==> src/rtl/wpsm_pkg.sv <==
// Shared types and constants for the wheel period speed meter.
package wpsm_pkg;

  localparam int NUM_SENSORS_DEF = 2;
  localparam int MAX_PERIODS_DEF = 64;
  localparam int TIMER_BITS_DEF  = 16;

  localparam int TIMER_IN_W = 16;
  localparam int SPEED_W    = 24;
  localparam int APB_DW     = 32;
  localparam int APB_AW     = 3;

  localparam logic [SPEED_W-1:0] SPEED_MAX       = 24'hFFFFFF;
  localparam logic [SPEED_W-1:0] NUMERATOR_RESET = 24'd409063;

  // Register word index
  localparam logic REG_SPEED_NUMERATOR = 1'b0;

  typedef enum logic [1:0] {
    OP_EDGE  = 2'd0,
    OP_QUERY = 2'd1,
    OP_ZERO  = 2'd2
  } op_t;

  typedef enum logic [1:0] {
    ST_IDLE,
    ST_AVG,
    ST_SPD,
    ST_OUT
  } state_t;

  typedef struct packed {
    logic [1:0]            operation;
    logic                  wheel;
    logic [TIMER_IN_W-1:0] timer_count;
  } in_item_t;

  typedef struct packed {
    logic               wheel_out;
    logic [SPEED_W-1:0] speed;
    logic               had_periods;
  } out_item_t;

endpackage

==> src/rtl/wpsm_serial_div.sv <==
// Bit-serial restoring divider: one quotient bit per cycle.
module wpsm_serial_div #(
  parameter int DIV_W = wpsm_pkg::SPEED_W
) (
  input  logic             clk,
  input  logic             rst_n,
  input  logic             start,
  input  logic [DIV_W-1:0] dividend,
  input  logic [DIV_W-1:0] divisor,
  output logic             done,
  output logic [DIV_W-1:0] quotient
);

  localparam int CNT_W = $clog2(DIV_W + 1);

  logic [DIV_W-1:0] dvd_r, dvd_nxt;
  logic [DIV_W-1:0] dsr_r;
  logic [DIV_W-1:0] rem_r, rem_nxt;
  logic [CNT_W-1:0] cnt_r;
  logic             done_r;

  logic [DIV_W:0] trial;
  logic [DIV_W:0] diff;
  logic           fits;

  // dividend shifts out at the top, quotient bits shift in at the bottom
  always_comb begin
    trial   = {rem_r, dvd_r[DIV_W-1]};
    diff    = trial - {1'b0, dsr_r};
    fits    = (trial >= {1'b0, dsr_r});
    rem_nxt = fits ? diff[DIV_W-1:0] : trial[DIV_W-1:0];
    dvd_nxt = {dvd_r[DIV_W-2:0], fits};
  end

  always_ff @(posedge clk) begin
    if (!rst_n) begin
      cnt_r  <= '0;
      done_r <= 1'b0;
    end else begin
      done_r <= (cnt_r == CNT_W'(1)) && !start;
      if (start) begin
        cnt_r <= CNT_W'(DIV_W);
      end else if (cnt_r != '0) begin
        cnt_r <= cnt_r - CNT_W'(1);
      end
    end
  end

  always_ff @(posedge clk) begin
    if (start) begin
      dvd_r <= dividend;
      dsr_r <= divisor;
      rem_r <= '0;
    end else if (cnt_r != '0) begin
      dvd_r <= dvd_nxt;
      rem_r <= rem_nxt;
    end
  end

  assign done     = done_r;
  assign quotient = dvd_r;

endmodule

==> src/rtl/wpsm_wheel_bank.sv <==
// Per-wheel edge phase, start stamp, period sum and period count.
module wpsm_wheel_bank #(
  parameter int NUM_SENSORS = wpsm_pkg::NUM_SENSORS_DEF,
  parameter int MAX_PERIODS = wpsm_pkg::MAX_PERIODS_DEF,
  parameter int TIMER_BITS  = wpsm_pkg::TIMER_BITS_DEF,
  localparam int CNT_W = $clog2(MAX_PERIODS + 1),
  localparam int SUM_W = TIMER_BITS + CNT_W
) (
  input  logic                            clk,
  input  logic                            rst_n,
  input  logic                            cmd_valid,
  input  logic [1:0]                      cmd_op,
  input  logic                            cmd_wheel,
  input  logic [wpsm_pkg::TIMER_IN_W-1:0] cmd_stamp,
  output logic                            cmd_ok,
  output logic [SUM_W-1:0]                rd_sum,
  output logic [CNT_W-1:0]                rd_count
);

  localparam int IDX_W = (NUM_SENSORS > 1) ? $clog2(NUM_SENSORS) : 1;

  logic                  awaiting_r [NUM_SENSORS];
  logic [TIMER_BITS-1:0] stamp_r    [NUM_SENSORS];
  logic [SUM_W-1:0]      sum_r      [NUM_SENSORS];
  logic [CNT_W-1:0]      cnt_r      [NUM_SENSORS];

  logic [IDX_W-1:0]      idx;
  logic [TIMER_BITS-1:0] stamp;
  logic [TIMER_BITS-1:0] period;

  assign idx      = IDX_W'(cmd_wheel);
  assign cmd_ok   = (32'(cmd_wheel) < NUM_SENSORS);
  assign stamp    = TIMER_BITS'(cmd_stamp);
  assign period   = stamp - stamp_r[idx];  // wraps modulo the timer width
  assign rd_sum   = sum_r[idx];
  assign rd_count = cnt_r[idx];

  always_ff @(posedge clk) begin
    if (!rst_n) begin
      for (int i = 0; i < NUM_SENSORS; i++) begin
        awaiting_r[i] <= 1'b0;
        sum_r[i]      <= '0;
        cnt_r[i]      <= '0;
      end
    end else if (cmd_valid && cmd_ok) begin
      case (cmd_op)
        wpsm_pkg::OP_EDGE: begin
          if (!awaiting_r[idx]) begin
            stamp_r[idx]    <= stamp;
            awaiting_r[idx] <= 1'b1;
          end else begin
            // count full: period dropped, phase still returns to start
            if (cnt_r[idx] < CNT_W'(MAX_PERIODS)) begin
              sum_r[idx] <= sum_r[idx] + SUM_W'(period);
              cnt_r[idx] <= cnt_r[idx] + CNT_W'(1);
            end
            awaiting_r[idx] <= 1'b0;
          end
        end
        wpsm_pkg::OP_QUERY: begin
          sum_r[idx] <= '0;
          cnt_r[idx] <= '0;
        end
        wpsm_pkg::OP_ZERO: begin
          awaiting_r[idx] <= 1'b0;
          sum_r[idx]      <= '0;
          cnt_r[idx]      <= '0;
        end
        default: begin
        end
      endcase
    end
  end

endmodule

==> src/rtl/wheel_period_speed_meter_top.sv <==
// Wheel tachometer: edge stamping, period averaging and serial speed division.
// Edge and zero transactions do not leave idle; in_ready stays high for the next one.
// A query runs up to two passes through one bit-serial divider (average period,
// then numerator / average).
// The result sits in an output register; in_ready returns while it waits.
// Synchronous active-low reset clears the wheel phases, sums and counts and sets the numerator.
module wheel_period_speed_meter_top #(
  parameter int NUM_SENSORS = wpsm_pkg::NUM_SENSORS_DEF,
  parameter int MAX_PERIODS = wpsm_pkg::MAX_PERIODS_DEF,
  parameter int TIMER_BITS  = wpsm_pkg::TIMER_BITS_DEF
) (
  input  logic                          clk,
  input  logic                          rst_n,
  input  logic                          in_valid,
  output logic                          in_ready,
  input  wpsm_pkg::in_item_t            in_data,
  output logic                          out_valid,
  input  logic                          out_ready,
  output wpsm_pkg::out_item_t           out_data,
  input  logic                          cfg_psel,
  input  logic                          cfg_penable,
  input  logic                          cfg_pwrite,
  input  logic [wpsm_pkg::APB_AW-1:0]   cfg_paddr,
  input  logic [wpsm_pkg::APB_DW-1:0]   cfg_pwdata,
  output logic [wpsm_pkg::APB_DW-1:0]   cfg_prdata,
  output logic                          cfg_pready
);

  localparam int CNT_W = $clog2(MAX_PERIODS + 1);
  localparam int SUM_W = TIMER_BITS + CNT_W;
  localparam int DIV_W = (SUM_W > wpsm_pkg::SPEED_W) ? SUM_W : wpsm_pkg::SPEED_W;

  wpsm_pkg::state_t state_r, state_nxt;

  logic [wpsm_pkg::SPEED_W-1:0] num_r;
  logic                         wheel_r;
  logic [wpsm_pkg::SPEED_W-1:0] speed_r;
  logic                         had_r;
  logic                         out_valid_r;
  wpsm_pkg::out_item_t          out_data_r;

  logic             accept;
  logic             cmd_ok;
  logic [SUM_W-1:0] rd_sum;
  logic [CNT_W-1:0] rd_count;
  logic             query_go;

  logic             div_start;
  logic [DIV_W-1:0] div_dividend;
  logic [DIV_W-1:0] div_divisor;
  logic             div_done;
  logic [DIV_W-1:0] div_quotient;

  logic                         res_load;
  logic [wpsm_pkg::SPEED_W-1:0] res_speed;
  logic                         res_had;
  logic                         out_load;
  logic                         cfg_wr;

  assign accept   = in_valid && in_ready;
  assign query_go = accept && (in_data.operation == wpsm_pkg::OP_QUERY) && cmd_ok;

  wpsm_wheel_bank #(
    .NUM_SENSORS (NUM_SENSORS),
    .MAX_PERIODS (MAX_PERIODS),
    .TIMER_BITS  (TIMER_BITS)
  ) u_bank (
    .clk       (clk),
    .rst_n     (rst_n),
    .cmd_valid (accept),
    .cmd_op    (in_data.operation),
    .cmd_wheel (in_data.wheel),
    .cmd_stamp (in_data.timer_count),
    .cmd_ok    (cmd_ok),
    .rd_sum    (rd_sum),
    .rd_count  (rd_count)
  );

  wpsm_serial_div #(
    .DIV_W (DIV_W)
  ) u_div (
    .clk      (clk),
    .rst_n    (rst_n),
    .start    (div_start),
    .dividend (div_dividend),
    .divisor  (div_divisor),
    .done     (div_done),
    .quotient (div_quotient)
  );

  // next state
  always_comb begin
    state_nxt = state_r;
    case (state_r)
      wpsm_pkg::ST_IDLE: begin
        if (query_go) begin
          state_nxt = (rd_sum != '0) ? wpsm_pkg::ST_AVG : wpsm_pkg::ST_OUT;
        end
      end
      wpsm_pkg::ST_AVG: begin
        if (div_done) begin
          state_nxt = (div_quotient != '0) ? wpsm_pkg::ST_SPD : wpsm_pkg::ST_OUT;
        end
      end
      wpsm_pkg::ST_SPD: begin
        if (div_done) begin
          state_nxt = wpsm_pkg::ST_OUT;
        end
      end
      wpsm_pkg::ST_OUT: begin
        if (!out_valid_r || out_ready) begin
          state_nxt = wpsm_pkg::ST_IDLE;
        end
      end
      default: state_nxt = wpsm_pkg::ST_IDLE;
    endcase
  end

  // outputs
  always_comb begin
    in_ready     = 1'b0;
    div_start    = 1'b0;
    div_dividend = DIV_W'(rd_sum);
    div_divisor  = DIV_W'(rd_count);
    res_load     = 1'b0;
    res_speed    = '0;
    res_had      = 1'b0;
    out_load     = 1'b0;
    case (state_r)
      wpsm_pkg::ST_IDLE: begin
        in_ready = 1'b1;
        if (query_go) begin
          // empty sum: speed 0, no periods
          div_start = (rd_sum != '0);
          res_load  = (rd_sum == '0);
        end
      end
      wpsm_pkg::ST_AVG: begin
        div_dividend = DIV_W'(num_r);
        div_divisor  = div_quotient;
        if (div_done) begin
          // average below one tick: speed 0 but periods were seen
          div_start = (div_quotient != '0);
          res_load  = (div_quotient == '0);
          res_had   = 1'b1;
        end
      end
      wpsm_pkg::ST_SPD: begin
        if (div_done) begin
          res_load  = 1'b1;
          res_had   = 1'b1;
          res_speed = (div_quotient > DIV_W'(wpsm_pkg::SPEED_MAX)) ?
                      wpsm_pkg::SPEED_MAX : div_quotient[wpsm_pkg::SPEED_W-1:0];
        end
      end
      wpsm_pkg::ST_OUT: begin
        out_load = !out_valid_r || out_ready;
      end
      default: begin
      end
    endcase
  end

  assign cfg_wr = cfg_psel && cfg_penable && cfg_pwrite && cfg_pready;

  always_ff @(posedge clk) begin
    if (!rst_n) begin
      state_r     <= wpsm_pkg::ST_IDLE;
      out_valid_r <= 1'b0;
      num_r       <= wpsm_pkg::NUMERATOR_RESET;
    end else begin
      state_r <= state_nxt;
      if (out_load) begin
        out_valid_r <= 1'b1;
      end else if (out_ready) begin
        out_valid_r <= 1'b0;
      end
      if (cfg_wr && (cfg_paddr[2] == wpsm_pkg::REG_SPEED_NUMERATOR)) begin
        num_r <= cfg_pwdata[wpsm_pkg::SPEED_W-1:0];
      end
    end
  end

  always_ff @(posedge clk) begin
    if (query_go) begin
      wheel_r <= in_data.wheel;
    end
    if (res_load) begin
      speed_r <= res_speed;
      had_r   <= res_had;
    end
    if (out_load) begin
      out_data_r.wheel_out   <= wheel_r;
      out_data_r.speed       <= speed_r;
      out_data_r.had_periods <= had_r;
    end
  end

  assign out_valid  = out_valid_r;
  assign out_data   = out_data_r;
  assign cfg_pready = 1'b1;
  assign cfg_prdata = (cfg_paddr[2] == wpsm_pkg::REG_SPEED_NUMERATOR) ?
                      wpsm_pkg::APB_DW'(num_r) : '0;

endmodule

==> config.mk <==
export PLATFORM = sky130hd
export DESIGN_NAME = wheel_period_speed_meter_top
export DESIGN_NICKNAME = d
export VERILOG_FILES = /design/src/rtl/wpsm_pkg.sv /design/src/rtl/wpsm_serial_div.sv /design/src/rtl/wpsm_wheel_bank.sv /design/src/rtl/wheel_period_speed_meter_top.sv
export SDC_FILE = /design/constraint.sdc
export NUM_CORES = 1
export LEC_CHECK = 0
export BUFFER_PORTS_ARGS = -buffer_cell sky130_fd_sc_hd__buf_2
export CORE_MARGIN = 1
export CORE_UTILIZATION = 43
export CTS_CLUSTER_DIAMETER = 80
export DETAILED_ROUTE_END_ITERATION = 10
export PLACE_DENSITY_LB_ADDON = 0.25
export SYNTH_ARGS = -nofsm -noshare
export SYNTH_HDL_FRONTEND = slang
export SYNTH_HIERARCHICAL = 1
export SYNTH_SLANG_ARGS = --single-unit
==> constraint.sdc <==
create_clock -name clk -period 10 [get_ports clk]
set_clock_uncertainty 0.2 [all_clocks]
set_input_delay 2 -clock clk [delete_from_list [all_inputs] [get_ports clk]]
set_output_delay 2 -clock clk [all_outputs]
set_load 0.03 [all_outputs]
# Word-level counts from Yosys, hierarchy flattened
# Memory sizes are Yosys's and may differ from the RTL's.
# Index checks and enable logic that the tools add are counted.
op_classes:
  bitwise_logic: 8
  n_reduce_logical: 25
  n_addsub: 5
  n_shift: 0
  mul: 0
  div: 0
  mux: 67
  n_eq_ne: 10
  order_cmp: 3
op_table:
  columns: ["cell", "n"]
  rows:
  - ["$mux 24", 6]
  - ["$mux 23", 3]
  - ["$mux 1", 44]
  - ["$mux 7", 4]
  - ["$ge 25x24->1", 1]
  - ["$gt 24x24->1 const B", 1]
  - ["$logic_not 24->1", 1]
  - ["$reduce_bool 24->1", 1]
  - ["$sub 24x24->24", 1]
  - ["$add 23x16->23", 1]
  - ["$logic_not 23->1", 1]
  - ["$reduce_bool 23->1", 1]
  - ["$reduce_or 23->1", 1]
  - ["$sub 16x16->16", 1]
  - ["$mux 2", 5]
  - ["$mux 5", 2]
  - ["$pmux 2 s4", 1]
  - ["$add 7x1->7 const B", 1]
  - ["$lt 7x7->1 const B", 1]
  - ["$reduce_or 7->1", 1]
  - ["$eq 2x2->1 const B", 3]
  - ["$logic_and 1x1->1", 6]
  - ["$or 1x1->1", 6]
  - ["$eq 5x1->1 const B", 1]
  - ["16 further kinds", 24]
word_totals:
  memories: 4
  output_inout_bits: 61
  in_bits: 61
  rom_bits: 0
  ramBits: 94
  latchBits: 0
  regBits: 157
mem_list:
  columns: ["name", "words", "word_bits", "rd", "rd_ports_with_merged_regs", "wr", "line", "text"]
  rows:
  - ["u_bank.sum_r", 2, 23, 1, 0, 2, "wpsm_wheel_bank.sv:24", "logic [SUM_W-1:0] sum_r [NUM_SENSORS];"]
  - ["u_bank.stamp_r", 2, 16, 1, 0, 1, "wpsm_wheel_bank.sv:23", "logic [TIMER_BITS-1:0] stamp_r [NUM_SENSORS];"]
  - ["u_bank.cnt_r", 2, 7, 1, 0, 2, "wpsm_wheel_bank.sv:25", "logic [CNT_W-1:0] cnt_r [NUM_SENSORS];"]
  - ["u_bank.awaiting_r", 2, 1, 1, 0, 2, "wpsm_wheel_bank.sv:22", "logic awaiting_r [NUM_SENSORS];"]

# Logic depth before layout (Yosys ltp)
# An unclocked memory read counts as a cell.
logic_depth:
  word_depth: 12
  ltp_mapped: 23
  mapped_depth_nobuf: 17

# Modules after synthesis
# The synthesis kept the hierarchy.
by_module_without_submodules:
  columns: ["mod", "seq_area_each_um2", "n_inst", "cells_per_inst", "area_each_um2"]
  rows:
  - ["wpsm_wheel_bank", 2802.7, 1, 553, 6020.8]
  - ["wpsm_serial_div", 2042.0, 1, 434, 4535.6]
  - ["wheel_period_speed_meter_top", 2102.0, 1, 335, 3706.1]

# Worst setup path before layout
# Ideal clock, no wire load.
synth_timing:
  path_kind: "in2reg"
  from: "input in_data[16] in the netlist's numbering"
  to: "memory u_bank/sum_r[1][20] in the netlist's numbering, data pin"
  path_stages: 21
  n_path_buf: 7
  arrival_ns: 6.087
  slack_ns: 3.458
  required_ns: 9.545
  cell_sequence: "buf_2 buf_6 buf_4 buf_2 buf_2 mux2i_1 fa_1 a21o_1 a211oi_1 nor2_1 o41ai_2 nand2_1 o311a_1 ha_1 clkbuf_1 and2_1 clkbuf_2 a2111oi_0 a211oi_1 o211ai_1 and2_1"
synth_lines:
  columns: ["item", "line", "text"]
  rows:
  - ["from (decl)", "wheel_period_speed_meter_top.sv:16", "input wpsm_pkg::in_item_t in_data,"]
  - ["to (decl)", "wpsm_wheel_bank.sv:24", null]

==> results.yml <==
grt:
  antenna_found_initial: 2
  grt_pass1_wl_um: 52900
  grt_use_total: 0.201
  grt_pass1_vias: 9842
  grt_start_max_net_pins: 58
  grt-ovfl-total: 0
setup_path:
  required_ps: 10110
  start_kind: "input port"
  path_max_fanout: 47
  end_kind: "flop"
  worstReg2RegStart: "u_bank/stamp_r[0][0]"
  critical_path_class: "in2reg"
  arrival_ps: 6790
  timing.rr.end: "u_bank/sum_r[1][20]"
  r2r_cells: 17
  r2r_setup_slack_ps: 5420
floorplanning:
  die_height_um: 184
  core_area_sq_um: 32600
  io_pins: 122
  die_w_um: 184
  start_util: 0.437
  rows: 66
  die_area_sq_um: 33900
sta:
  final-max-slew-violation-count: 0
  post-route-period-util: 0.668
  tns_ps: 0
  maxSlewHeadroom: 0.190
  worst_pin_slew_ps: 1210
  final-hold-violation-count: 0
  setup_violations: 0
  period_needed_ps: 6680
  timing.fmax_ghz: 0.150
  grt_setup_unrepaired: "no"
cts:
  cts-root-buf: "clkbuf_16"
  cts_hold_buf: 0
  cts_tree: "built"
  cts_made_buffers: 28
  htreeDepth: 1
  cts.clk_slew.worst_paths_ps: 60
  clk_path_buf_depth: 3
  post-cts-setup-buffers: 0
  cts.sinks: 251
  cts_resized: 0
  clk_latency_ps: 550
routing:
  vias: 10100
  vias_per_cell: 5.43
  wl_per_cell_um: 17.9
  wl_um: 33300
  first_pass_iters: 7
  drtIter0Drc: 709
  ant_nets: 0
  post-route-drc-count: 0
finish:
  layout_commonest_cell: "edfxtp_1"
  final_cell_mix: "192 x edfxtp_1, 116 x nand2_1, 105 x nor2_1"
  drive_gt1_frac: 0.183
  fin_area_sq_um: 16000
  area_growth_pct: 12.0
  nets: 1531
logic_synthesis:
  yosysWarnings: 6
  syn_inst: 1322
  avgSynthCellArea_sq_um: 10.8
  syn_area_sq_um: 14300
  yosysUniqueCellTypes: 90
  synth-edff-count: 192
  async_reset_ff_frac: 0
  synthFlopType: "edfxtp_1"
  seq_area_frac_synth: 0.487
  ys_ff_latch: 251
min_path:
  hold_start: "speed_r[10]"
  min_to: "out_data[11]"
  holdPathStages: 0
  min_path_type: "reg2reg"
flow_run:
  max-cap-violations: 0
place:
  place_congestion: 0.871
  port_buffers: 102
  placed_area_sq_um: 15100
  hpwl_um: 24100
power:
  vdd_drop_max_v: 0.000152
  power.density_nw_per_um2: 245
  p_leak_nw: 6.54
outcome:
  status: "completed"
## final cells by class
class	instances	area [sq um]
fillers	2987	16600
flip-flops and latches	251	6950
multi-input cells	947	6750
clock buffers	45	836
repair buffers	112	586
well taps	442	553
inverters	62	233
clock inverters	7	60.1
diodes	2	5.00
## cells in the mapped netlist, types with 6 or more instances
cell type	number	area share
a211oi_1	26	0.014
a21boi_0	11	0.0058
a21o_1	31	0.016
a21oi_1	45	0.016
a221oi_1	6	0.0037
and2_1	29	0.013
and3_1	32	0.014
buf_2	19	0.0067
buf_4	11	0.0058
clkbuf_1	31	0.0082
dfxtp_1	59	0.083
edfxtp_1	192	0.40
ha_1	65	0.057
inv_1	62	0.016
mux2_2	76	0.060
mux2i_1	53	0.037
nand2_1	116	0.031
nand2b_1	9	0.0039
nand3_1	32	0.011
nand3b_1	6	0.0032
nand4_1	13	0.0057
nor2_1	106	0.028
nor2b_1	38	0.017
nor3_1	29	0.010
nor3b_1	6	0.0032
nor4_1	13	0.0057
o21a_1	10	0.0053
o21ai_0	29	0.010
or3_1	6	0.0026
xnor2_1	29	0.018
xor2_1	13	0.0080
## through the flow
step           worst slack (ps)  hold slack (ps)  instances   util  power, mW
4_1_cts                    3350              217       1866  0.490       3.94
3_3_place_gp               2930              205       1814  0.462       2.90
5_1_grt                    2680              224       1867  0.490       4.15
6_report                   3320              216       1868  0.490       3.91
3_5_place_dp               2790              205       1814  0.462       2.93
2_1_floorplan              3460              200       1329      -       2.61
## power breakdown
part | internal (mW) | switching [mW]
registers | 1.33 | 0.156
logic | 0.614 | 0.819
clock network | 0.593 | 0.396
total | 2.54 | 1.37
## worst max-delay path by stage
stage | end | depth (start not counted) | slack, ps | from
floorplan | u_bank/sum_r[1][20] | 21 | 3460 | in_data[16]
global placement | u_bank/sum_r[1][20] | 17 | 2930 | in_data[16]
detailed placement | u_bank/sum_r[1][20] | 17 | 2790 | in_data[16]
CTS | u_bank/sum_r[1][20] | 17 | 3350 | in_data[16]
global route | u_bank/sum_r[1][20] | 17 | 2680 | in_data[16]
finish | u_bank/sum_r[1][20] | 17 | 3320 | in_data[16]
## layer usage
| layer | vias up | global-route usage | part of all wire |
|---|---|---|---|
| met3 | 59 | 0.0338 | 0.048 |
| li1 | 4999 | - | - |
| met4 | 0 | 0.0780 | 0.038 |
| met1 | 4850 | 0.256 | 0.44 |
| met2 | 228 | 0.341 | 0.47 |
| met5 | - | 0 | 0 |
## sequential cells by signal (all words and copies together) (netlist names), 5 cells and up
name and count:
u_div/dsr_r 24, u_div/quotient 24, num_r 24, u_bank/cnt_r 14, u_bank/stamp_r 32, u_bank/sum_r 46
u_div/rem_r 24, speed_r 24, u_div/cnt_r 5, out_data 26
## kinds of logic (layout without fill, tap and decap cells)
group / count (synthesis) / after routing / share of synthesized area
multiplexers: 130 / 130 / 0.0982
other: 3 / 12 / 0.000789
flip-flops: 251 / 251 / 0.487
AND/OR/NAND/NOR: 462 / 462 / 0.166
XOR/XNOR: 42 / 42 / 0.0258
AO/OA/AOI/OAI: 235 / 235 / 0.118
buffers and inverters: 131 / 226 / 0.0429
adder cells (fa/ha/maj): 68 / 68 / 0.0612
## worst max-delay path, stage by stage
cell	delay [ps]
buf_2	380
buf_4	620
mux2i_1	270
ha_1	300
a21o_1	210
a21oi_1	210
o21ai_0	190
a2111oi_0	430
o21a_1	180
a311oi_1	60
ha_1	530
and3_1	280
and2_1	300
a2111oi_0	120
a211oi_1	260
o211ai_1	190
and2_1	200
(Power assumes the default switching activity.)
